$ cat src/rtl/rdm_pkg.sv
// ----------------------------------------------------------------------------
// rdm_pkg
// Types, register map and fixed-point helpers for the radial distortion map.
// ----------------------------------------------------------------------------
package rdm_pkg;

  localparam int PIX_W      = 13;
  localparam int OUT_W      = 24;
  localparam int APB_ADDR_W = 5;
  localparam int APB_DATA_W = 32;
  localparam int K_FRAC     = 20;

  localparam logic [17:0] FOCAL_RST = 18'd16000;
  localparam logic [31:0] INV_RST   = 32'd1073742;

  localparam logic signed [63:0] NORM_MAX = 64'sd2147483647;
  localparam logic signed [63:0] NORM_MIN = -64'sd2147483648;
  localparam logic signed [63:0] OUT_MAX  = 64'sd8388607;
  localparam logic signed [63:0] OUT_MIN  = -64'sd8388608;

  typedef enum logic [2:0] {
    REG_FOCAL    = 3'd0,
    REG_INV      = 3'd1,
    REG_CENTER_X = 3'd2,
    REG_CENTER_Y = 3'd3,
    REG_K1       = 3'd4,
    REG_K2       = 3'd5,
    REG_K3       = 3'd6
  } reg_idx_t;

  typedef struct packed {
    logic [17:0]        focal_length;
    logic [31:0]        inv_focal;
    logic [16:0]        center_x;
    logic [16:0]        center_y;
    logic signed [23:0] coef_k1;
    logic signed [23:0] coef_k2;
    logic signed [23:0] coef_k3;
  } rdm_cfg_t;

  typedef struct packed {
    logic [PIX_W-1:0] pixel_col;
    logic [PIX_W-1:0] pixel_row;
  } coord_t;

  typedef struct packed {
    logic signed [OUT_W-1:0] dist_x;
    logic signed [OUT_W-1:0] dist_y;
    logic                    saturated;
  } dist_t;

  // round half up, then arithmetic shift right by s
  function automatic logic signed [63:0] rnd(input logic signed [63:0] v,
                                             input int unsigned s);
    logic signed [63:0] half;
    half = 64'sd1 <<< (s - 1);
    return (v + half) >>> s;
  endfunction

  function automatic logic ovf_norm(input logic signed [63:0] v);
    return (v > NORM_MAX) || (v < NORM_MIN);
  endfunction

  function automatic logic signed [31:0] sat_norm(input logic signed [63:0] v);
    logic signed [63:0] c;
    if (v > NORM_MAX) begin
      c = NORM_MAX;
    end else if (v < NORM_MIN) begin
      c = NORM_MIN;
    end else begin
      c = v;
    end
    return c[31:0];
  endfunction

  function automatic logic ovf_out(input logic signed [63:0] v);
    return (v > OUT_MAX) || (v < OUT_MIN);
  endfunction

  function automatic logic signed [OUT_W-1:0] sat_out(input logic signed [63:0] v);
    logic signed [63:0] c;
    if (v > OUT_MAX) begin
      c = OUT_MAX;
    end else if (v < OUT_MIN) begin
      c = OUT_MIN;
    end else begin
      c = v;
    end
    return c[OUT_W-1:0];
  endfunction

endpackage

$ cat src/rtl/rdm_regs.sv
// ----------------------------------------------------------------------------
// rdm_regs
// APB register file holding focal, centre and coefficient settings.
// ----------------------------------------------------------------------------
module rdm_regs (
  input  logic                               clk,
  input  logic                               rst,
  input  logic                               psel,
  input  logic                               penable,
  input  logic                               pwrite,
  input  logic [rdm_pkg::APB_ADDR_W-1:0]     paddr,
  input  logic [rdm_pkg::APB_DATA_W-1:0]     pwdata,
  output logic [rdm_pkg::APB_DATA_W-1:0]     prdata,
  output logic                               pready,
  output rdm_pkg::rdm_cfg_t                  cfg
);
  import rdm_pkg::*;

  reg_idx_t idx;
  logic     wr;

  assign idx    = reg_idx_t'(paddr[4:2]);
  assign wr     = psel && penable && pwrite && pready;
  assign pready = 1'b1;

  always_ff @(posedge clk) begin
    if (rst) begin
      cfg.focal_length <= FOCAL_RST;
      cfg.inv_focal    <= INV_RST;
      cfg.center_x     <= '0;
      cfg.center_y     <= '0;
      cfg.coef_k1      <= '0;
      cfg.coef_k2      <= '0;
      cfg.coef_k3      <= '0;
    end else if (wr) begin
      case (idx)
        REG_FOCAL:    cfg.focal_length <= pwdata[17:0];
        REG_INV:      cfg.inv_focal    <= pwdata[31:0];
        REG_CENTER_X: cfg.center_x     <= pwdata[16:0];
        REG_CENTER_Y: cfg.center_y     <= pwdata[16:0];
        REG_K1:       cfg.coef_k1      <= $signed(pwdata[23:0]);
        REG_K2:       cfg.coef_k2      <= $signed(pwdata[23:0]);
        REG_K3:       cfg.coef_k3      <= $signed(pwdata[23:0]);
        default: ;
      endcase
    end
  end

  always_comb begin
    case (idx)
      REG_FOCAL:    prdata = 32'(cfg.focal_length);
      REG_INV:      prdata = cfg.inv_focal;
      REG_CENTER_X: prdata = 32'(cfg.center_x);
      REG_CENTER_Y: prdata = 32'(cfg.center_y);
      REG_K1:       prdata = 32'(unsigned'(cfg.coef_k1));
      REG_K2:       prdata = 32'(unsigned'(cfg.coef_k2));
      REG_K3:       prdata = 32'(unsigned'(cfg.coef_k3));
      default:      prdata = '0;
    endcase
  end

endmodule

$ cat config.mk
export PLATFORM = sky130hd
export DESIGN_NAME = rdm_regs
export DESIGN_NICKNAME = d
export VERILOG_FILES = /design/src/rtl/rdm_pkg.sv /design/src/rtl/rdm_regs.sv
export SDC_FILE = /design/constraint.sdc
export NUM_CORES = 1
export LEC_CHECK = 0
export BUFFER_PORTS_ARGS = -buffer_cell sky130_fd_sc_hd__buf_4
export CAP_MARGIN = 20
export CORE_MARGIN = 2
export CORE_UTILIZATION = 45
export CTS_BUF_LIST = sky130_fd_sc_hd__clkbuf_4 sky130_fd_sc_hd__clkbuf_8
export DETAILED_ROUTE_END_ITERATION = 6
export PLACE_DENSITY_LB_ADDON = 0.15
export SYNTH_ARGS = -nofsm -noshare
export SYNTH_HDL_FRONTEND = slang
export SYNTH_SLANG_ARGS = --single-unit
$ cat constraint.sdc
create_clock -name clk -period 1.4 [get_ports clk]
set_input_delay 0 -clock clk [delete_from_list [all_inputs] [get_ports clk]]
set_output_delay 0 -clock clk [all_outputs]
set_load 0.02 [all_outputs]
==> After elaboration in Yosys (flattened, before gate mapping) <==
Cells that the tools add are included.
{ "op_classes": {"n_addsub": 0, "mul": 0, "div_mod_pow": 0, "n_lt_le_gt_ge": 0, "eq_ne": 6, "n_shift": 0, "mux": 1, "bitwise_logic": 0, "n_reduce_logical": 10} }
{ "ops": {"columns": ["op", "n"], "rows": [
  ["32-bit case mux with 7 select lines", 1],
  ["2-bit AND reduction", 7],
  ["3-bit equality test, second input constant", 3],
  ["3-bit by 2-bit equality test with 1-bit output, second input constant", 2],
  ["3-bit by 1-bit equality test with 1-bit output, second input constant", 1],
  ["3-bit zero test", 1],
  ["1-bit logical AND", 2]
]} }
{ "totals": {"regBits": 156, "latchBits": 0, "ram_bits": 0, "mem_bits_ro": 0, "in_bits": 42, "n_memories": 0} }

==> Depth between registers and ports, before layout <==
{ "depth": {"depth_word": 3, "mapped_depth": 6} }

==> Worst setup path before layout <==
OpenSTA, ideal clock, no wires.
{ "synth_path": {"path_kind": "reg2out", "from": "register cfg[85] in the netlist's numbering", "to": "output port prdata[13] in the netlist's numbering", "arrival_ns": 1.146, "required_time_ns": 1.400, "path_slack_ns": 0.254, "stages_incl_launch_ff": 4, "n_path_buf": 0, "cell_sequence": "dfxtp_1 > mux2i_1 > a22o_1 > a31oi_1"} }
{ "synth_between": {"elab_chain_cells": 1} }
{ "synth_rtl": {"columns": ["item", "line", "text"], "rows": [
  ["start: declaration", "rdm_regs.sv:15", "output rdm_pkg::rdm_cfg_t cfg"],
  ["32-bit case mux with 7 select lines", "rdm_regs.sv:50", "case (idx)"],
  ["end: declaration", "rdm_regs.sv:13", "output logic [rdm_pkg::APB_DATA_W-1:0] prdata,"]
]} }
No other way between the ends.

==> Worst setup path after layout <==
{ "layout_path": {"from": "register cfg[80] in the netlist's numbering", "to": "output port prdata[8] in the netlist's numbering"} }
Same word-level chain as after synthesis.

==> results.tsv <==
metric	value	unit
FF-to-FF path depth	3	
kind of critical path	reg -> out	
largest net degree at the start of global routing	50	
Num CTS Buffers	17	
Total GRT Usage	27.49	%
RR Endpoint	cfg[119]$_SDFFE_PP1P_	
clk slew on worst S/H paths	0.08	ns
hold path start	pwrite	
CP max stage delay	0.34	ns
Vias/cell	5.355	
violated checks	negative setup slack	
worst-path cell chain	mux2_2 > a222oi_1 > o221ai_1 > buf_4	
clock skew	0	ns
Hold Path Sink	cfg[126]$_SDFFE_PP1P_	
Worst EP arrival	1.68	ns
Finished Cell Area	10510	um2
Hold WC Path Type	in -> reg	
register area	3178	um2
drt pass-1 iters	7	
DR DRC count	0	
Ys Warns	0	
# clock sinks	156	
Worst Hold Path Cells	4	
worst path setup slack after routing	-0.2793	ns
post-route ant nets	0	
core area	15940	um2
DRT iter0 DRCs	446	
initial core utilization	46.10	%
Largest Register	cfg	
first-pass GRT wire length	37670	um
Layout Nets	1082	
Placer Congestion	0.8066	
r2r setup slk	0.63	ns
Netlist Area Pre-Place	7350	um2
Seq/Total Area, Yosys	42.49	%
most frequent cells in the layout	300 x buf_4, 149 x mux2i_1, 147 x nand2b_1, 114 x dfxtp_1, 41 x dfxtp_2	
commonest non-fill, non-tap cell in the layout	buf_4	
Final Hold Violating Endpoints	0	
clock buffer depth	2	
io pins	231	
fin util	65.95	%
max_cap viols	0	
# diodes	0	
Synth Register Bits	156	
Post-DP Area	9509	um2
# fillers	1327	
Avg Cell Area, Syn	9.932	um2
Mapped Nets	782	
die outline height	131.8	um
Critical Path RT	1.40	ns
maximum VDD drop	0.5767	mV
pwr/cell area	826.8	nW/um2
max reg flops	156	
element type at the critical path end	output pin	
chip width	131.8	um
period utilization	119.9	%
number of I/O port buffers	227	
Final min period	1.679	ns
DRT Wirelength	24140	um
Slowest-stage cell, CP	dfxtp_2	
Gate Count Post-Synth	740	
Root Buffer	clkbuf_8	
Slew Viols, Final	0	
CTS H-tree depth	4	
Cell Rows	46	
vias in the first global route	6718	
Detail Placement HPWL	17070	um
die area	17370	um2
Synth cell types	38	
clk_lat worst skew	0.45	ns
grt ovf	0	
Leak Pwr	0.005164	uW
via count	6779	
footprint of the multi-input gates	3940	um2
worst-path fanout max	3	
worst r2r src	cfg[119]$_SDFFE_PP1P_	
FMAX	595.5	MHz
outcome	finished with violations	
CTS tree	done	
Avg WL per Cell	19.07	um
RSZ-0062 raised after global routing	true	
share of layout cells above drive strength 1	39.33	%
final setup violation count	16	
Layout area overhead	43.05	%
initial antenna violation count	0	
Largest regs	cfg: 156 flops	
crit path launch type	flop	
[routing by layer]
metal,up-vias,wire length (um),track usage (%),share of wire (%)
met5,-,0,0,0
met2,281,11480,45.06,48
li1,3211,-,-,-
met3,33,1709,6.574,7.1
met4,0,433,9.118,1.8
met1,3254,10520,35.75,44
[how the worst max path moves through the flow]
| stage | startpoint | endpoint | slack, ns | cells after the start |
|---|---|---|---|---|
| floorplan | cfg[85]$_SDFFE_PP0P_ | prdata[13] | 0.25 | 3 |
| global placement | paddr[2] | prdata[15] | 0.10 | 5 |
| detailed placement | paddr[2] | prdata[14] | 0.08 | 7 |
| CTS | cfg[77]$_SDFFE_PP0P_ | prdata[5] | -0.29 | 4 |
| global route | cfg[80]$_SDFFE_PP0P_ | prdata[8] | -0.36 | 4 |
| finish | cfg[80]$_SDFFE_PP0P_ | prdata[8] | -0.28 | 4 |
[synth_stat cells]
cell       instances  area share [%]
a21o_1             1            0.10
a21oi_1           24             1.6
a222oi_1           5            0.68
a22o_1             2            0.24
a22oi_1           20             2.0
a31oi_1            2            0.17
a32oi_1           10             1.2
and2_1            10            0.85
and2b_1            1            0.10
and3b_1            2            0.24
and4_1             1            0.12
and4b_1            1            0.14
buf_1              1           0.051
buf_2             20             1.4
buf_4              6            0.61
buf_6              9             1.4
clkbuf_1          25             1.3
conb_1             1           0.051
dfxtp_1          156              42
inv_1              1           0.051
mux2_2            17             2.6
mux2i_1          149              20
nand2_1           11            0.56
nand2_2            2            0.17
nand2_4            4            0.61
nand2b_1         147              13
nand3_1           30             2.0
nand4_1            1           0.085
nor2_1            27             1.4
nor2_4             2            0.31
nor2b_1            2            0.17
nor3_1             1           0.068
nor3b_2            2            0.34
o211ai_1          16             1.6
o21ai_0           24             1.6
o221ai_1           5            0.60
o2bb2ai_1          1            0.12
or2_1              1           0.085
[power breakdown]
part           internal (uW)  switching (uW)  leakage [uW]
logic                    463             529       0.00370
registers               4460            28.4       0.00127
clock network           1600            1610      0.000188
[worst max-delay path: cells and delay by family, from the launching register on]
family | cells | cell delay (ns)
AO/OA/AOI/OAI | 2 | 0.44
buffers and inverters | 1 | 0.19
flip-flops | 1 | 0.34
multiplexers | 1 | 0.27
[final cells by class]
type,instances,share of cell area [%]
multi-input cells,522,37.47
flip-flops and latches,156,30.23
repair buffers,342,26.19
clock buffers,22,2.880
well taps,216,2.571
clock inverters,7,0.6188
inverters,1,0.03570
[logic make-up after synthesis]
kind of cell | synth area share [%]
and+or+nand+nor | 19.78
muxes | 22.90
DFF | 42.49
AOI/OAI and AO/OA | 10.04
buffers and inverters | 4.733
other | 0.05102
[metrics by stage]
step / total power (uW) / setup TNS (ns) / cells / hold slack, ns / setup WS [ns]
2_1_floorplan: 5085 / 0 / 740 / 0.1477 / 0.2539
3_3_place_gp: 5484 / 0 / 1178 / 0.2658 / 0.1003
3_5_place_dp: 5488 / 0 / 1178 / 0.2722 / 0.07633
4_1_cts: 8736 / -2.615 / 1266 / 0.1000 / -0.2937
5_1_grt: 9004 / -3.337 / 1266 / 0.1312 / -0.3648
6_report: 8693 / -2.128 / 1266 / 0.1193 / -0.2793
[repair_timing]
item	4_1_cts	5_1_grt
hold buffers	33	0
setup endpoints to repair	17	18
buffers inserted	26	0
hold endpoints to repair	155	0
gates resized for setup	43	10
pin swaps	14	5
Power figures use the tool's default switching activity.
